<file path="src/hdl/pec15_frame_generate_check_core_assert.svh">
// Assertion macros for the frame code generator and checker.
`ifndef PEC15_FRAME_GENERATE_CHECK_CORE_ASSERT_SVH
`define PEC15_FRAME_GENERATE_CHECK_CORE_ASSERT_SVH

// Same-cycle implication, disabled while in reset.
`define PEC15_ASSERT_NOW(label, clk, rst_n, ante, cons, msg) \
    label: assert property (@(posedge clk) disable iff (!rst_n) (ante) |-> (cons)) \
        else $error(msg);

// Next-cycle implication, disabled while in reset.
`define PEC15_ASSERT_NEXT(label, clk, rst_n, ante, cons, msg) \
    label: assert property (@(posedge clk) disable iff (!rst_n) (ante) |=> (cons)) \
        else $error(msg);

`endif

</file>
<file path="src/hdl/pec15_pkg.sv">
`timescale 1ns / 1ps
package pec15_pkg;

    localparam logic [15:0] CRC_SEED  = 16'h0010;
    localparam logic [15:0] CRC_POLY  = 16'h4599;
    localparam logic [1:0]  SEEN_MAX  = 2'd2;
    localparam int          RES_DEPTH = 3;

    typedef logic [1:0] res_count_t;

    typedef struct packed {
        logic [7:0] out_byte;
        logic       is_code;
        logic       last;
        logic       code_ok;
    } result_t;

    typedef struct packed {
        logic       push;
        res_count_t count;
    } load_t;

endpackage

</file>
<file path="src/hdl/pec15_crc_step.sv">
`timescale 1ns / 1ps
module pec15_crc_step
    import pec15_pkg::*;
(
    input  logic [15:0] crc,
    input  logic [7:0]  data,
    output logic [15:0] crc_next
);

    logic [7:0]  idx;
    logic [15:0] entry;

    always_comb
    begin
        idx   = crc[14:7] ^ data;
        entry = {1'b0, idx, 7'b0000000};
        for (int k = 0; k < 8; k++)
        begin
            if (entry[14])
            begin
                entry = {entry[14:0], 1'b0} ^ CRC_POLY;
            end
            else
            begin
                entry = {entry[14:0], 1'b0};
            end
        end
        crc_next = {crc[7:0], 8'h00} ^ entry;
    end

endmodule

</file>
<file path="src/hdl/pec15_frame_ctrl.sv">
`timescale 1ns / 1ps
module pec15_frame_ctrl
    import pec15_pkg::*;
(
    input  logic       clk,
    input  logic       rst_n,
    input  logic       accept,
    input  logic       func,
    input  logic [7:0] data_byte,
    input  logic       frame_end,
    output result_t    results [RES_DEPTH],
    output load_t      load
);

    logic [15:0] crc_reg, crc_next;
    logic [7:0]  held0_reg, held0_next;
    logic [7:0]  held1_reg, held1_next;
    logic [1:0]  seen_reg, seen_next;
    logic        mode_reg, mode_next;

    logic        mode_cur;
    logic [7:0]  crc_byte;
    logic [15:0] crc_step;
    logic [15:0] crc_fed;
    logic [15:0] code;
    logic [1:0]  seen_inc;

    assign mode_cur = (seen_reg == 2'd0) ? func : mode_reg;
    assign crc_byte = mode_cur ? held0_reg : data_byte;
    assign seen_inc = (seen_reg == SEEN_MAX) ? SEEN_MAX : seen_reg + 2'd1;
    assign crc_fed  = (seen_reg == SEEN_MAX) ? crc_step : crc_reg;
    assign code     = {crc_step[14:0], 1'b0};

    pec15_crc_step u_crc (
        .crc      (crc_reg),
        .data     (crc_byte),
        .crc_next (crc_step)
    );

    always_comb
    begin
        crc_next   = crc_reg;
        held0_next = held0_reg;
        held1_next = held1_reg;
        seen_next  = seen_reg;
        mode_next  = mode_reg;
        for (int k = 0; k < RES_DEPTH; k++)
        begin
            results[k] = '0;
        end
        results[0].out_byte = data_byte;
        load.push  = accept;
        load.count = 2'd1;
        if (accept)
        begin
            mode_next = mode_cur;
            seen_next = seen_inc;
            if (!mode_cur)
            begin
                crc_next = crc_step;
                if (frame_end)
                begin
                    results[1] = '{out_byte: code[15:8], is_code: 1'b1,
                                   last: 1'b0, code_ok: 1'b0};
                    results[2] = '{out_byte: code[7:0], is_code: 1'b1,
                                   last: 1'b1, code_ok: 1'b0};
                    load.count = 2'd3;
                end
            end
            else
            begin
                crc_next   = crc_fed;
                held0_next = held1_reg;
                held1_next = data_byte;
                if (frame_end)
                begin
                    results[0].last    = 1'b1;
                    results[0].code_ok = (seen_inc == SEEN_MAX)
                        && ({held1_reg, data_byte} == {crc_fed[14:0], 1'b0});
                end
            end
            if (frame_end)
            begin
                crc_next   = CRC_SEED;
                held0_next = 8'h00;
                held1_next = 8'h00;
                seen_next  = 2'd0;
            end
        end
    end

    always_ff @(posedge clk or negedge rst_n)
    begin
        if (!rst_n)
        begin
            crc_reg   <= CRC_SEED;
            held0_reg <= 8'h00;
            held1_reg <= 8'h00;
            seen_reg  <= 2'd0;
            mode_reg  <= 1'b0;
        end
        else
        begin
            crc_reg   <= crc_next;
            held0_reg <= held0_next;
            held1_reg <= held1_next;
            seen_reg  <= seen_next;
            mode_reg  <= mode_next;
        end
    end

endmodule

</file>
<file path="src/hdl/pec15_out_buf.sv">
`timescale 1ns / 1ps
module pec15_out_buf
    import pec15_pkg::*;
(
    input  logic    clk,
    input  logic    rst_n,
    input  load_t   load,
    input  result_t results [RES_DEPTH],
    input  logic    pop,
    output logic    ready,
    output logic    valid,
    output result_t head
);

    result_t    slot_reg [RES_DEPTH];
    result_t    slot_next [RES_DEPTH];
    res_count_t count_reg, count_next;

    assign valid = (count_reg != 2'd0);
    assign head  = slot_reg[0];
    assign ready = (count_reg == 2'd0) || ((count_reg == 2'd1) && pop);

    always_comb
    begin
        slot_next  = slot_reg;
        count_next = count_reg;
        if (load.push)
        begin
            slot_next  = results;
            count_next = load.count;
        end
        else if (pop)
        begin
            for (int k = 0; k < RES_DEPTH - 1; k++)
            begin
                slot_next[k] = slot_reg[k + 1];
            end
            count_next = count_reg - 2'd1;
        end
    end

    always_ff @(posedge clk)
    begin
        slot_reg <= slot_next;
    end

    always_ff @(posedge clk or negedge rst_n)
    begin
        if (!rst_n)
        begin
            count_reg <= 2'd0;
        end
        else
        begin
            count_reg <= count_next;
        end
    end

endmodule

</file>
<file path="src/hdl/pec15_frame_generate_check_core.sv">
`timescale 1ns / 1ps
// PEC15 frame generator and checker: takes one frame byte per cycle unless
// stalled and echoes it in the next cycle, computing the 15-bit isoSPI packet
// error code (poly 0x4599, seed 0x0010, shifted left to 16 bits) with a CRC
// update per byte. The mode is latched from func on a frame's first byte. In
// generate mode the final byte yields three items (echo, code high, code low),
// which a three-entry result buffer plays out in order, so the byte after a
// generated frame waits until code low leaves; every other byte sustains one
// item per cycle unless the output stalls, since the buffer takes a new item
// as its last entry leaves. Check mode flags code_ok on the final byte's echo.
module pec15_frame_generate_check_core
    import pec15_pkg::*;
(
    input  logic       clk,
    input  logic       rst_n,
    input  logic       in_valid,
    output logic       in_stall,
    input  logic       func,
    input  logic [7:0] data_byte,
    input  logic       frame_end,
    output logic       out_valid,
    input  logic       out_stall,
    output logic [7:0] out_byte,
    output logic       is_code,
    output logic       last,
    output logic       code_ok
);

`include "pec15_frame_generate_check_core_assert.svh"

    logic    accept;
    logic    pop;
    logic    ready;
    load_t   load;
    result_t results [RES_DEPTH];
    result_t head;

    assign in_stall = !ready;
    assign accept   = in_valid && ready;
    assign pop      = out_valid && !out_stall;

    pec15_frame_ctrl u_ctrl (
        .clk       (clk),
        .rst_n     (rst_n),
        .accept    (accept),
        .func      (func),
        .data_byte (data_byte),
        .frame_end (frame_end),
        .results   (results),
        .load      (load)
    );

    pec15_out_buf u_buf (
        .clk     (clk),
        .rst_n   (rst_n),
        .load    (load),
        .results (results),
        .pop     (pop),
        .ready   (ready),
        .valid   (out_valid),
        .head    (head)
    );

    assign out_byte = head.out_byte;
    assign is_code  = head.is_code;
    assign last     = head.last;
    assign code_ok  = head.code_ok;

    `PEC15_ASSERT_NEXT(a_accept_gives_item, clk, rst_n, accept, out_valid, "no item after accept")
    `PEC15_ASSERT_NEXT(a_code_pair, clk, rst_n, pop && is_code && !last, out_valid && is_code && last, "code low byte missing")
    `PEC15_ASSERT_NOW(a_ok_on_last, clk, rst_n, out_valid && code_ok, last && !is_code, "code_ok off final echo")
    `PEC15_ASSERT_NOW(a_stall_busy, clk, rst_n, in_stall, out_valid, "stall with empty buffer")

endmodule

</file>
<file path="config.mk">
export PLATFORM = sky130hd
export DESIGN_NAME = pec15_frame_generate_check_core
export DESIGN_NICKNAME = d
export VERILOG_FILES = /design/src/hdl/pec15_pkg.sv /design/src/hdl/pec15_crc_step.sv /design/src/hdl/pec15_frame_ctrl.sv /design/src/hdl/pec15_out_buf.sv /design/src/hdl/pec15_frame_generate_check_core.sv
export VERILOG_INCLUDE_DIRS = /design/src /design/src/hdl
export SDC_FILE = /design/constraint.sdc
export NUM_CORES = 1
export LEC_CHECK = 0
export BUFFER_PORTS_ARGS = -buffer_cell sky130_fd_sc_hd__buf_2
export CAP_MARGIN = 20
export CORE_MARGIN = 2
export CORE_UTILIZATION = 57
export CTS_CLUSTER_SIZE = 16
export DETAILED_ROUTE_END_ITERATION = 6
export GPL_TIMING_DRIVEN = 0
export PLACE_DENSITY = 0.82
export SLEW_MARGIN = 25
export SYNTH_ARGS = -nofsm -noshare
export SYNTH_HDL_FRONTEND = slang
export SYNTH_SLANG_ARGS = --single-unit
</file>
<file path="constraint.sdc">
create_clock -name clk -period 8.6 [get_ports clk]
set_input_delay 0.43 -clock clk [delete_from_list [all_inputs] [get_ports clk]]
set_output_delay 0.43 -clock clk [all_outputs]
set_load 0.02 [all_outputs]
</file>
Word-level counts from Yosys, hierarchy flattened
Cells that the tools add are included.
Operators by class
  bitwise gates (word level): 11
  reductions and logical operators: 14
  mux-type cells: 29
  equal/unequal tests: 4
  add/sub/neg operators: 2
Operators with widths (number)
  $mux W15: 11
  $mux W22: 4
  $not A7 Y7: 8
  $mux W8: 5
  $eq A16 B16 Y1: 1
  $mux W2: 8
  $xor A15 B15 Y15: 1
  $xor A8 B8 Y8: 1
  $reduce_bool A2 Y1: 3
  $eq A2 B2 Y1 const B: 2
  $logic_and A1 B1 Y1: 4
  $logic_not A2 Y1: 2
  $add A2 B1 Y2 const B: 1
  $eq A2 B1 Y1 const B: 1
  $logic_not A1 Y1: 2
  $reduce_and A2 Y1: 1
  $reduce_or A2 Y1: 1
  $sub A2 B1 Y2 const B: 1
  $logic_or A1 B1 Y1: 1
  $mux W1: 1
  $not A1 Y1: 1
Word-level totals
  register bits: 69
  logic and storage cells: 79

Logic depth before layout (Yosys ltp)
Gate-level depths: netlist (run 1).
  word-level depth: 27
  depth in mapped cells: 13
  mapped depth without buffers: 12

Hierarchy
From an unflattened synthesis (run 1), not the netlist that was laid out.
Second synthesis, totals
  cells, all modules: 310
  area total of the unflattened synthesis: 4085.2 µm²
Modules (own cells, without submodules)
  pec15_frame_ctrl: times used 1, seq. area each 877.1 µm², cells each 182, area each 2072.0 µm²
  pec15_out_buf: times used 1, seq. area each 1041.0 µm², cells each 86, area each 1559.0 µm²
  pec15_crc_step: times used 1, seq. area each 0.0 µm², cells each 39, area each 430.4 µm²
  pec15_frame_generate_check_core: times used 1, seq. area each 0.0 µm², cells each 3, area each 23.8 µm²

Worst setup path after synthesis (run 1)
No wires, ideal clock.
  kind: register to register
  from: register u_ctrl.seen_reg[0]
  to: register u_buf.slot_reg[18] in the netlist's numbering (data pin)
  path buffers: 0
  period minus slack after synthesis: 3.450 ns
  data required time: 8.343 ns
  stages on the path, launching flop included: 11
  path slack: 5.150 ns
  arrival time: 3.193 ns
  cell sequence: dfrtp_1 -> inv_1 -> ha_1 -> mux2i_4 -> mux2i_2 -> xnor2_4 -> xor3_2 -> xnor2_2 -> xnor2_2 -> xnor3_1 -> a32o_1
RTL lines
  from (decl): RTL line pec15_frame_ctrl.sv:18  | logic [1:0] seen_reg, seen_next;
  from (signal assigned): RTL line pec15_frame_ctrl.sv:107  | seen_reg <= seen_next;
  to (signal assigned): RTL line pec15_out_buf.sv:44  | slot_reg <= slot_next;
  to (decl): RTL line pec15_out_buf.sv:15  | result_t slot_reg [RES_DEPTH];

Final worst setup path (run 1)
  from: register u_ctrl.seen_reg[0]
  to: register u_buf.slot_reg (netlist bit u_buf.head[0]) (data pin)
Between the ends
  longest elaborated chain between the ends: 23
Ends and longest elaborated chain
  $logic_not A2 Y1: RTL line pec15_frame_ctrl.sv:28  | assign mode_cur = (seen_reg == 2'd0) ? func : mode_reg;
  $mux W1: RTL line pec15_frame_ctrl.sv:28
  $mux W8: RTL line pec15_frame_ctrl.sv:29  | assign crc_byte = mode_cur ? held0_reg : data_byte;
  $xor A8 B8 Y8: RTL line pec15_crc_step.sv:15  | idx = crc[14:7] ^ data;
  $mux W15 or $not A7 Y7 (tied branches)
  $not A7 Y7 (no source line) or $mux W15 (tied branches)
  $mux W15: RTL line pec15_crc_step.sv:19  | if (entry[14])
  $mux W15 or $not A7 Y7 (tied branches) (2 in series)
  [... 6 more ...]
  $mux W15: RTL line pec15_crc_step.sv:19
  $xor A15 B15 Y15: RTL line pec15_crc_step.sv:28  | crc_next = {crc[7:0], 8'h00} ^ entry;
  $mux W15: RTL line pec15_frame_ctrl.sv:31  | assign crc_fed = (seen_reg == SEEN_MAX) ? crc_step : crc_reg;
  $eq A16 B16 Y1: RTL line pec15_frame_ctrl.sv:79  | && ({held1_reg, data_byte} == {crc_fed[14:0], 1'b0});
  $logic_and A1 B1 Y1: RTL line pec15_frame_ctrl.sv:79
  $mux W2: RTL line pec15_frame_ctrl.sv:75  | if (frame_end)
  $mux W2 (*): RTL line pec15_frame_ctrl.sv:58  | if (!mode_cur)
  $mux W22 (*): RTL line pec15_out_buf.sv:27  | if (load.push)
Every way passes the cells marked *; elsewhere a longest branch is shown, timed or not.
A chain may end at the register's enable or synchronous reset.

==> results of run 1 <==
## stage by stage
stage | std cells | area [um2] | utilization [%]
after global placement | 460 | 4140 | 61.6
final | 476 | 4370 | 65.0
after CTS | 476 | 4360 | 65.0
after global routing | 476 | 4370 | 65.0
after floorplan | 354 | 3910 | -
after detailed placement | 460 | 4140 | 61.6
## worst max-delay path, stage by stage (launching register included)
cell and delay (ps):
dfrtp_1 360, inv_1 120, ha_1 230, mux2i_4 380, buf_4 270, mux2i_1 410, xnor2_2 250, xor3_2 420
xor2_2 480, xnor2_2 230, xor2_1 250, nand3_1 100, a31oi_1 220, and3_1 200
## area by class of cell
| type | instances | area (um2) |
|---|---|---|
| fillers | 545 | 2350 |
| multi-input cells | 254 | 1980 |
| flip-flops and latches | 65 | 1760 |
| clock buffers | 10 | 138 |
| repair buffers | 26 | 130 |
| plain buffers | 20 | 109 |
| well taps | 80 | 100 |
| clock inverters | 6 | 90.1 |
| inverters | 15 | 56.3 |
## cells in the final DEF (no fill, tap or decap), types with 7 or more instances in the layout
| cell type | n |
|---|---|
| dfrtp_1 | 35 |
| nor2_1 | 18 |
| nand3_1 | 11 |
| xor2_1 | 26 |
| nand2_1 | 40 |
| a21oi_1 | 9 |
| clkbuf_8 | 10 |
| xnor2_1 | 24 |
| edfxtp_1 | 28 |
| clkbuf_1 | 10 |
| mux2i_1 | 8 |
| a22oi_1 | 13 |
| a22o_1 | 17 |
| o21ai_0 | 21 |
| buf_4 | 9 |
| inv_1 | 13 |
| xnor2_2 | 10 |
| buf_2 | 26 |
| a32o_1 | 7 |
## layer usage
layer  track usage, %  wire (um)  vias up
met4             14.8        366        0
met1             36.2       4050     1464
met5                0          0        -
li1                 -          -     1327
met2             44.2       4720      146
met3             7.14        705       32
## how the worst max path moves through the flow
stage,start,cells past startpoint,endpoint,slack [ps]
after detailed placement,u_ctrl.seen_reg[0],13,u_buf.head[0],4580
after floorplan,u_ctrl.seen_reg[0],10,u_buf.slot_reg[18],5150
final,u_ctrl.seen_reg[0],13,u_buf.head[0],4530
after global placement,u_ctrl.seen_reg[0],13,u_buf.head[0],4630
after global routing,u_ctrl.seen_reg[0],13,u_buf.head[0],4340
after CTS,u_ctrl.seen_reg[0],13,u_buf.head[0],4550
## kinds of logic (layout without fill, tap and decap cells)
family / after synthesis / in the layout
simple gates: 85 / 85
compound gates: 83 / 83
xor+xnor: 71 / 71
flops: 65 / 65
buf+inv: 35 / 77
mux: 10 / 10
fa+ha+maj: 5 / 5
==> run summary, run 1 <==
Port buffering added 26 buffers. The site row count came out at 30. The count of maximum capacitance violations came out at 0.

The arrival time of the worst setup path is 4290 ps. Among all flip-flop cells after synthesis, the most frequent one is dfrtp_1. The sequential-to-total area share from yosys stat is 45.1%. The mux cell area share after synthesis is 2.98%.

The die is about 87 um wide. The worst setup path is launched from a flip-flop. The flip-flop and latch count after synthesis came out at between 60 and 70.

The growth of design area from synthesis to finish is 11.9%. The number of hold buffers added after CTS was 0. The post-CTS setup repair buffer count is 0. The number of cells produced by synthesis came out at 354.

The count of final max-slew check failures came out at 0. The XOR/XNOR share of the synthesized area came out at 21.5%. The core box area is 6720 um2. The critical register-to-register path endpoint is u_buf.head[0]. Yosys attributes the largest share of cell area to dfrtp_1 22%, edfxtp_1 22%, xor2_1 5.8%, xnor2_1 5.4%, xnor2_2 4.2%.

The last weighted congestion value of the routability-driven placer is 0.995. The area fraction in compound gates after synthesis came out at 15.0%. The length in cells of the worst reg-to-reg path came out at 13. The area fraction in and, or, nand and nor cells after synthesis is 9.61%. The number of gates given a new drive strength after cts is 0. After Yosys synthesis, full adders, half adders and majority gates account for 1.60% of the synthesized area. The number of hold-slack violations in the final timing report is 0. The cell accounting for the most synthesized area is dfrtp_1. The required arrival time at the worst endpoint came out at 8820 ps. The tightest slew margin relative to the limit is roughly a third.

The number of clock buffers inserted by TritonCTS is 9. The DRC violation count after routing came out at 0. The share of synthesized registers carrying an async set or reset came out at 55.4%. The flip-flop count of the largest register after layout came out at 18. For the pin with the worst max-slew slack, the measured transition is roughly 1000 ps.

The first global-routing pass estimated 15.6 mm of wire. Once routing completed, OpenROAD measured the worst setup slack at 4530 ps. The final worst clock skew came out at 5.57 ps. The routed wire length is 9.83 mm. The worst hold slack across all endpoints is 188 ps. The clock-pin slew on the worst setup and hold paths is 70 ps. The setup path with the least slack is of type reg2reg. The H-tree was split into 3 levels.

The number of DRC markers in iteration 0 came out at 291. For this run, the detailed router's first-pass iteration total came to 5. The number of top-level pins is 27.

After synthesis the cells add up to 3910 um2. Setup repair after global routing left no endpoint under its margin. The average vias per placed instance came out at between 6 and 7. The clock insertion delay at the later pin of the skew report is roughly 350 ps. The placement-stage worst setup slack came out at around 4600 ps.

The fraction of layout instances using a drive strength above 1 came out at 17.9%. Across all layers, the routed design uses 2969 vias. After the last flow step, the layout net total stands at 410. The post-detailed-route wirelength per cell is roughly 21 um.

The estimated wirelength of the detail-placed design is 7.18 mm. The largest net degree at the start of global routing is 37. The starting utilization of the core area came out at between 50% and 60%. The worst hold path belongs to the class in2async. The via count of the first global-routing pass came to 2990.

The run finished with clean final reports. The clock drives 65 sinks. Sorting the synthesized cells by how often they occur yields 40 x nand2_1, 35 x dfrtp_1, 28 x edfxtp_1. The die covers 7530 um2. The height of the die came out at 86.8 um. The number of enable-type register cells in the synthesized netlist came out at 28.

The tree is rooted in a clkbuf_8. STA classifies the critical path endpoint as a flip-flop. The number of nets produced by synthesis came out at 373.

The top fanout value on the critical path came out at 10. After global routing the overflow that remains totals 0. The startpoint identified for the worst register-to-register timing path is u_ctrl.seen_reg[0]. The reg2reg setup slack came out at approximately 4500 ps.

The average instance area after synthesis came out at 11.0 um2. After synthesis, the largest family of logic cells by area is XOR/XNOR gates. Global routing used 28.2% of the available tracks across all layers. The synthesis warning total is 0.

The number of different library cells used by synthesis comes to 50. TritonCTS built the clock tree. The final setup violation count is 0. Setup total negative slack on the finished layout was measured at 0 ps. The time the final worst path needs with I/O delays and setup came out at 4070 ps. The fmax came out at between 200 and 250 MHz. The final cycle utilization of the critical path came out at 47.3%.

The number of antenna violations at the first check in global routing is 0. Once detail routing completed, the nets flagged for antenna violations numbered 0. No sink is reached through more buffers than the 2 on the longest clock path. The area share of the leading cell type in the synthesized netlist came out at 22.4%.

nand2_1 is the most common cell in the netlist. The number of antenna repair diodes came out at 0.
Power of run 1 is not shown: default switching activity piles up to over one toggle a cycle in this logic, so the estimate is an artifact.
==> run 2, diff against run 1 <==
--- a/config.mk
+++ b/config.mk
@@ -9,11 +9,11 @@
 export BUFFER_PORTS_ARGS = -buffer_cell sky130_fd_sc_hd__buf_2
 export CAP_MARGIN = 20
 export CORE_MARGIN = 2
-export CORE_UTILIZATION = 57
+export CORE_UTILIZATION = 55
 export CTS_CLUSTER_SIZE = 16
 export DETAILED_ROUTE_END_ITERATION = 6
 export GPL_TIMING_DRIVEN = 0
-export PLACE_DENSITY = 0.82
+export PLACE_DENSITY = 0.83
 export SLEW_MARGIN = 25
 export SYNTH_ARGS = -nofsm -noshare
 export SYNTH_HDL_FRONTEND = slang
==> constraint.sdc (replaced) <==
create_clock -name clk -period 3.4 [get_ports clk]
set_input_delay 0.17 -clock clk [delete_from_list [all_inputs] [get_ports clk]]
set_output_delay 0.17 -clock clk [all_outputs]
set_load 0.02 [all_outputs]
==> run 2 against run 1 <==
The run now ends with setup timing left. Clock skew grew 1.8 ps. Cell count grew 7.6%. Global-route usage grew 0.62 points. Die area grew 3.5%. Setup slack lost 4700 ps. Register-to-register slack lost 4700 ps.
==> run summary, run 2 (same netlist as run 1, synthesis figures left out) <==
The flow ran to the end, but the final reports show violations. The critical register-to-register path endpoint is u_buf.head[0]. The fraction of layout instances using a drive strength above 1 is 23.6%.

Before CTS, the worst setup slack after placement is -509 ps. In this run the most critical hold path is launched from data_byte[0]. The final reports fail on setup timing. For the worst setup path, the data arrival time is 3740 ps. The final worst clock skew came out at 7.41 ps. The routed wire length came out at approximately 10 mm. The length in cells of the worst reg-to-reg path is 14. The tightest slew margin relative to the limit came out at between 30% and 40%.

The H-tree depth reported by CTS came out at 3. The aggregate global routing overflow is 0. The die is just under 90 um tall. The total number of clock tree sinks is 65. Leaving out fill and tap cells, the most frequent cell in the layout is nand2_1. The site row count is 30. The critical path in this run is classified as reg2reg. The path with the worst hold slack has its endpoint at u_buf.head[3].

The worst setup path is launched from a flip-flop. The floorplan step set the die width to 88.3 um. Global routing used a little under 30% of the available tracks.

The count of final max-slew check failures came out at 0. The growth of design area from synthesis to finish came out at 20.0%. Of all nets on the critical path, the largest fanout is 10.

The via count of the first global-routing pass came out at 3020. The die footprint is 7790 um2. The clock insertion delay at the later pin of the skew report came out at between 300 and 400 ps. The DRC violation count after routing came out at 0. STA classifies the critical path endpoint as a flip-flop. The count of nets left with antenna violations after detail routing came out at 0. The count of maximum capacitance violations came out at 0. The cell area after layout came out at 4690 um2. Along the worst hold path, the cell count comes to 3. The number of antenna violations at the first check in global routing came out at 0. In this run the critical register-to-register path is launched from u_ctrl.seen_reg[1]. The quantity of I/O buffers inserted on ports is 26. The estimated wirelength of the detail-placed design is 7.00 mm.

In this run the worst hold path is classified as in2reg. The clock-pin slew on the worst setup and hold paths came out at 70 ps. The maximum clock path buffer count came out at 2.

The routed layout has 3161 vias. Setup violations remaining at the end of the flow were counted as 2. The number of iterations in the first detailed-routing pass is 7. The final layout net count came out at 430. Setup repair after global routing could not meet its margin everywhere.

The fill cell instance count of the final layout came out at 512. Clock tree synthesis inserted a total of 9 buffers. The required arrival time at the worst endpoint is 3620 ps. The fmax is 284 MHz. The register with the most flip-flops in the layout has 18 of them. The placed standard-cell area is 4220 um2. TritonCTS built the clock tree. The average vias per placed instance is 6.17. The global-route wire length before repair is approximately 16 mm. The last weighted congestion value of the routability-driven placer is 1.01. The final cycle utilization of the critical path is 104%.

The reg2reg setup slack is -120 ps. For the finished layout, the period the worst path requires is 3520 ps. The final setup TNS came out at -176 ps.

In this run the clock root is driven by a clkbuf_8. Setup slack on the critical path of the routed design comes to -123 ps. The number of hold-slack violations in the final timing report is 0. The number of antenna diodes in the final layout is 0.

Once the floorplan was initialized, standard cells occupied 57.2% of the core. The post-detailed-route wirelength per cell is 20.3 um. The transition time of the tightest slew-check pin came out at 933 ps. The top cell types in the final layout, fill and taps aside, are 40 x nand2_1, 35 x dfrtp_1, 28 x edfxtp_1, 26 x buf_2, 25 x xor2_1. The core box area is 6830 um2. The largest net degree at the start of global routing came out at 37.

The number of top-level pins came out at 27. The first routing iteration left 391 violations.
[run 2: changes by cell type in the layout (fill, tap and decap cells not counted), moves of 2 or more]
cell,delta
buf_12,+3
buf_4,+15
inv_1,-2
inv_2,+2
mux2i_1,-2
mux2i_4,+2
xnor2_2,-4
xnor2_4,+4
xor2_4,+2
[run 2: worst max-delay path by stage]
stage,to,slack (ps),startpoint,depth (start not counted)
floorplan,u_buf.head[0],5,u_ctrl.seen_reg[1],13
global placement,u_buf.head[0],-450,u_ctrl.seen_reg[1],12
detailed placement,u_buf.head[0],-510,u_ctrl.seen_reg[1],12
CTS,u_buf.slot_reg[18],-20,u_ctrl.seen_reg[1],11
global route,u_buf.head[0],-210,u_ctrl.seen_reg[1],13
finish,u_buf.head[0],-120,u_ctrl.seen_reg[1],14
[run 2: critical path: stages (launching register included)]
cell and delay [ps]:
dfrtp_1 390, inv_2 90, ha_4 150, mux2i_4 230, buf_12 140, buf_8 160, mux2i_1 120, xnor2_2 420
xor2_2 340, xnor2_1 220, nand2_1 120, o21ai_1 80, a2111o_1 450, a221oi_2 240, and3_1 230
[run 2: area by class of cell]
type / instances / area (um2) / share of cell area [%]
clock buffer: 10 / 138 / 2.94
clock inverter: 6 / 66.3 / 1.41
buffer: 20 / 116 / 2.48
sequential: 65 / 1760 / 37.6
inverter: 15 / 56.3 / 1.20
timing repair buffer: 46 / 320 / 6.83
multi-input combinational: 254 / 2110 / 45.0
tap: 96 / 120 / 2.56
[run 2: layer usage]
| layer | vias up | routed length [um] | track usage, % |
|---|---|---|---|
| met5 | - | 0 | 3.25 |
| met4 | 0 | 551 | 13.9 |
| met2 | 191 | 4790 | 45.6 |
| li1 | 1375 | - | - |
| met1 | 1541 | 4120 | 37.9 |
| met3 | 54 | 948 | 6.16 |
[run 2: timing repair]
item                                    in CTS  in global routing
hold buffers                                 1                  0
endpoints found under the hold margin       35                  0
pin swaps                                   10                  3
endpoints found under the setup margin      11                  2
gates resized for setup                      9                  1
buffers inserted                            17                  2
[run 2: per-stage QoR]
stage,std cells,util (%),hold WS (ps)
6_report,512,68.6,144
3_5_place_dp,476,61.7,321
2_1_floorplan,354,-,-126
4_1_cts,510,68.3,132
3_3_place_gp,476,61.6,311
5_1_grt,512,68.6,150
Power of run 2 is left out for the same reason.
==> run 3, diff against run 2 <==
--- a/config.mk
+++ b/config.mk
@@ -8,12 +8,12 @@
 export LEC_CHECK = 0
 export BUFFER_PORTS_ARGS = -buffer_cell sky130_fd_sc_hd__buf_2
 export CAP_MARGIN = 20
+export CORE_ASPECT_RATIO = 1.25
 export CORE_MARGIN = 2
-export CORE_UTILIZATION = 55
+export CORE_UTILIZATION = 26
 export CTS_CLUSTER_SIZE = 16
 export DETAILED_ROUTE_END_ITERATION = 6
-export GPL_TIMING_DRIVEN = 0
-export PLACE_DENSITY = 0.83
+export PLACE_DENSITY = 0.48
 export SLEW_MARGIN = 25
 export SYNTH_ARGS = -nofsm -noshare
 export SYNTH_HDL_FRONTEND = slang
==> run 3 against run 2 <==
The flow now finishes without violations. Setup slack gained 220 ps. Clock skew shrank 0.53 ps. Via count is 6.6% lower. Die area increased by 110%. Critical path depth fell by 1. Largest cell class unchanged. Highest routed layer unchanged.
==> run summary, run 3 (same netlist as run 1, synthesis figures left out) <==
The core box area is ~15000 um2. The detailed router finished its first iteration with between 150 and 200 violations. The tightest slew margin relative to the limit is 43.0%. The aggregate global routing overflow came out at 0. The global-route wire length before repair is 18.6 mm. The via count of the first global-routing pass came to about 3200. The number of antenna violations at the first check in global routing is 0.

At the end of routability-driven placement, the weighted congestion stood at 0.905. Once the floorplan was initialized, standard cells occupied 26.3% of the core. The number of hold-slack violations in the final timing report came out at 0.

The maximum clock path buffer count is 2. The kind of end point of the critical path is a flip-flop. The final worst slack came out at 95.6 ps. The global-route total usage across every layer is ~15%.

Across all layers, the routed design uses about 3000 vias. The growth of design area from synthesis to finish came out at 26.8%. Based on the critical path, the design can be clocked at up to 303 MHz. In this run the clock root is driven by a clkbuf_16. The clock insertion delay at the later pin of the skew report is around 340 ps. The fraction of layout instances using a drive strength above 1 came out at 27.6%.

The number of antenna repair diodes is 0. The worst setup path is launched from a flip-flop. The total number of clock tree sinks came out at 65. The die footprint came out at 16000 um2. TritonCTS built the clock tree.

The die is 141 um tall. The final layout net count is 438. The register with the most flip-flops in the layout has 18 of them.

The most common library cell in the layout ignoring fill and taps is buf_4. For the pin with the worst max-slew slack, the measured transition is approximately 860 ps. The DRC violation count after routing came out at 0. The estimated wirelength of the detail-placed design is a little under 9 mm. Row generation in the floorplan step produced 50 rows.

In this run the worst path has a maximum fanout of 6. Summed over all layers, the routed wires come to 11.5 mm. Setup repair after global routing could not meet its margin everywhere. The required arrival time at the worst endpoint is 3600 ps. In the routed layout, each cell is associated on average with a via count of 4.87. By startpoint and endpoint, the worst setup path is classified as reg2reg. The H-tree was split into 3 levels.

The number of iterations in the first detailed-routing pass is 4. The clock-pin slew on the worst setup and hold paths is about 60 ps. The run finished with clean final reports.

The number of clock buffers inserted by TritonCTS came out at 9. The post-detailed-route wirelength per cell came out at approximately 19 um. The final setup violation count came out at 0.

The number of top-level pins came out at 27. The arrival time of the worst setup path is ~3500 ps. The final worst clock skew came out at 6.88 ps. The worst hold path belongs to the class in2reg. Entering global routing, the biggest net connects 37 pins. Input and output buffers added on the ports amount to 26. The count of nets left with antenna violations after detail routing came out at 0.

The time the final worst path needs with I/O delays and setup is about 3300 ps. The overall die width came out at 114 um. The top cell types in the final layout, fill and taps aside, are 44 x buf_4, 40 x nand2_1, 35 x dfrtp_1, 28 x edfxtp_1, 26 x buf_2. The count of final max-slew check failures is 0. The final critical path takes up 97.2% of the cycle.

The placement-stage worst setup slack came out at -124 ps. Across the run, the number of max-cap violations was 0.
run 3: path summary, 6_finish.rpt:
kind / from / end / slack (ps) / depth (start not counted)
max: u_ctrl.seen_reg[1] / u_buf.head[0] / 100 / 13
min: data_byte[0] / u_buf.head[3] / 230 / 3
max reg2reg: u_ctrl.seen_reg[1] / u_buf.head[0] / 100 / 13
min reg2reg: u_buf.head[2] / u_buf.head[2] / 470 / 2
max in group asynchronous: rst_n / u_ctrl.crc_reg[2] / 2370 / 2
min in group asynchronous: rst_n / u_ctrl.seen_reg[0] / 490 / 2
run 3: repair_timing:
item | 4_1_cts | 5_1_grt
setup endpoints to repair | 2 | 4
endpoints found under the hold margin | 35 | 0
gates resized for setup | 3 | 8
hold buffers | 1 | 0
setup buffers | 3 | 0
pin swaps | 4 | 4
run 3: routing by layer:
| layer | up-vias | wire [um] | GRT usage (%) |
|---|---|---|---|
| li1 | 1393 | - | - |
| met1 | 1481 | 4990 | 18.7 |
| met2 | 63 | 5900 | 26.9 |
| met3 | 15 | 364 | 3.40 |
| met4 | 0 | 221 | 5.33 |
| met5 | - | 0 | 0 |
run 3: stage by stage:
step / TNS, ps / area, um2 / util [%] / hold slack [ps] / cells
after floorplan: 0 / 3960 / - / -126 / 354
after global placement: -134 / 4540 / 30.6 / 332 / 586
after detailed placement: -125 / 4540 / 30.6 / 333 / 586
after CTS: 0 / 4910 / 33.1 / 213 / 606
after global routing: -50.4 / 4950 / 33.4 / 223 / 606
final: 0 / 4950 / 33.4 / 228 / 606
run 3: critical path: stages, from the launching register on:
cell	delay, ps
dfrtp_1	390
inv_2	80
ha_4	140
mux2i_4	230
buf_12	150
mux2i_4	250
xnor2_2	150
xor3_2	590
xor3_1	270
xnor3_1	240
a211oi_2	210
nand3_1	100
a31oi_1	180
and3_1	180
run 3: final cells by class:
cell class / instances / area [um2]
Fill cell: 1500 / 9870
Timing Repair Buffer: 74 / 522
Tap cell: 182 / 228
Inverter: 15 / 56.3
Clock buffer: 11 / 254
Sequential cell: 65 / 1760
Multi-Input combinational cell: 254 / 2080
Clock inverter: 5 / 52.6
Power of run 3 is left out for the same reason.
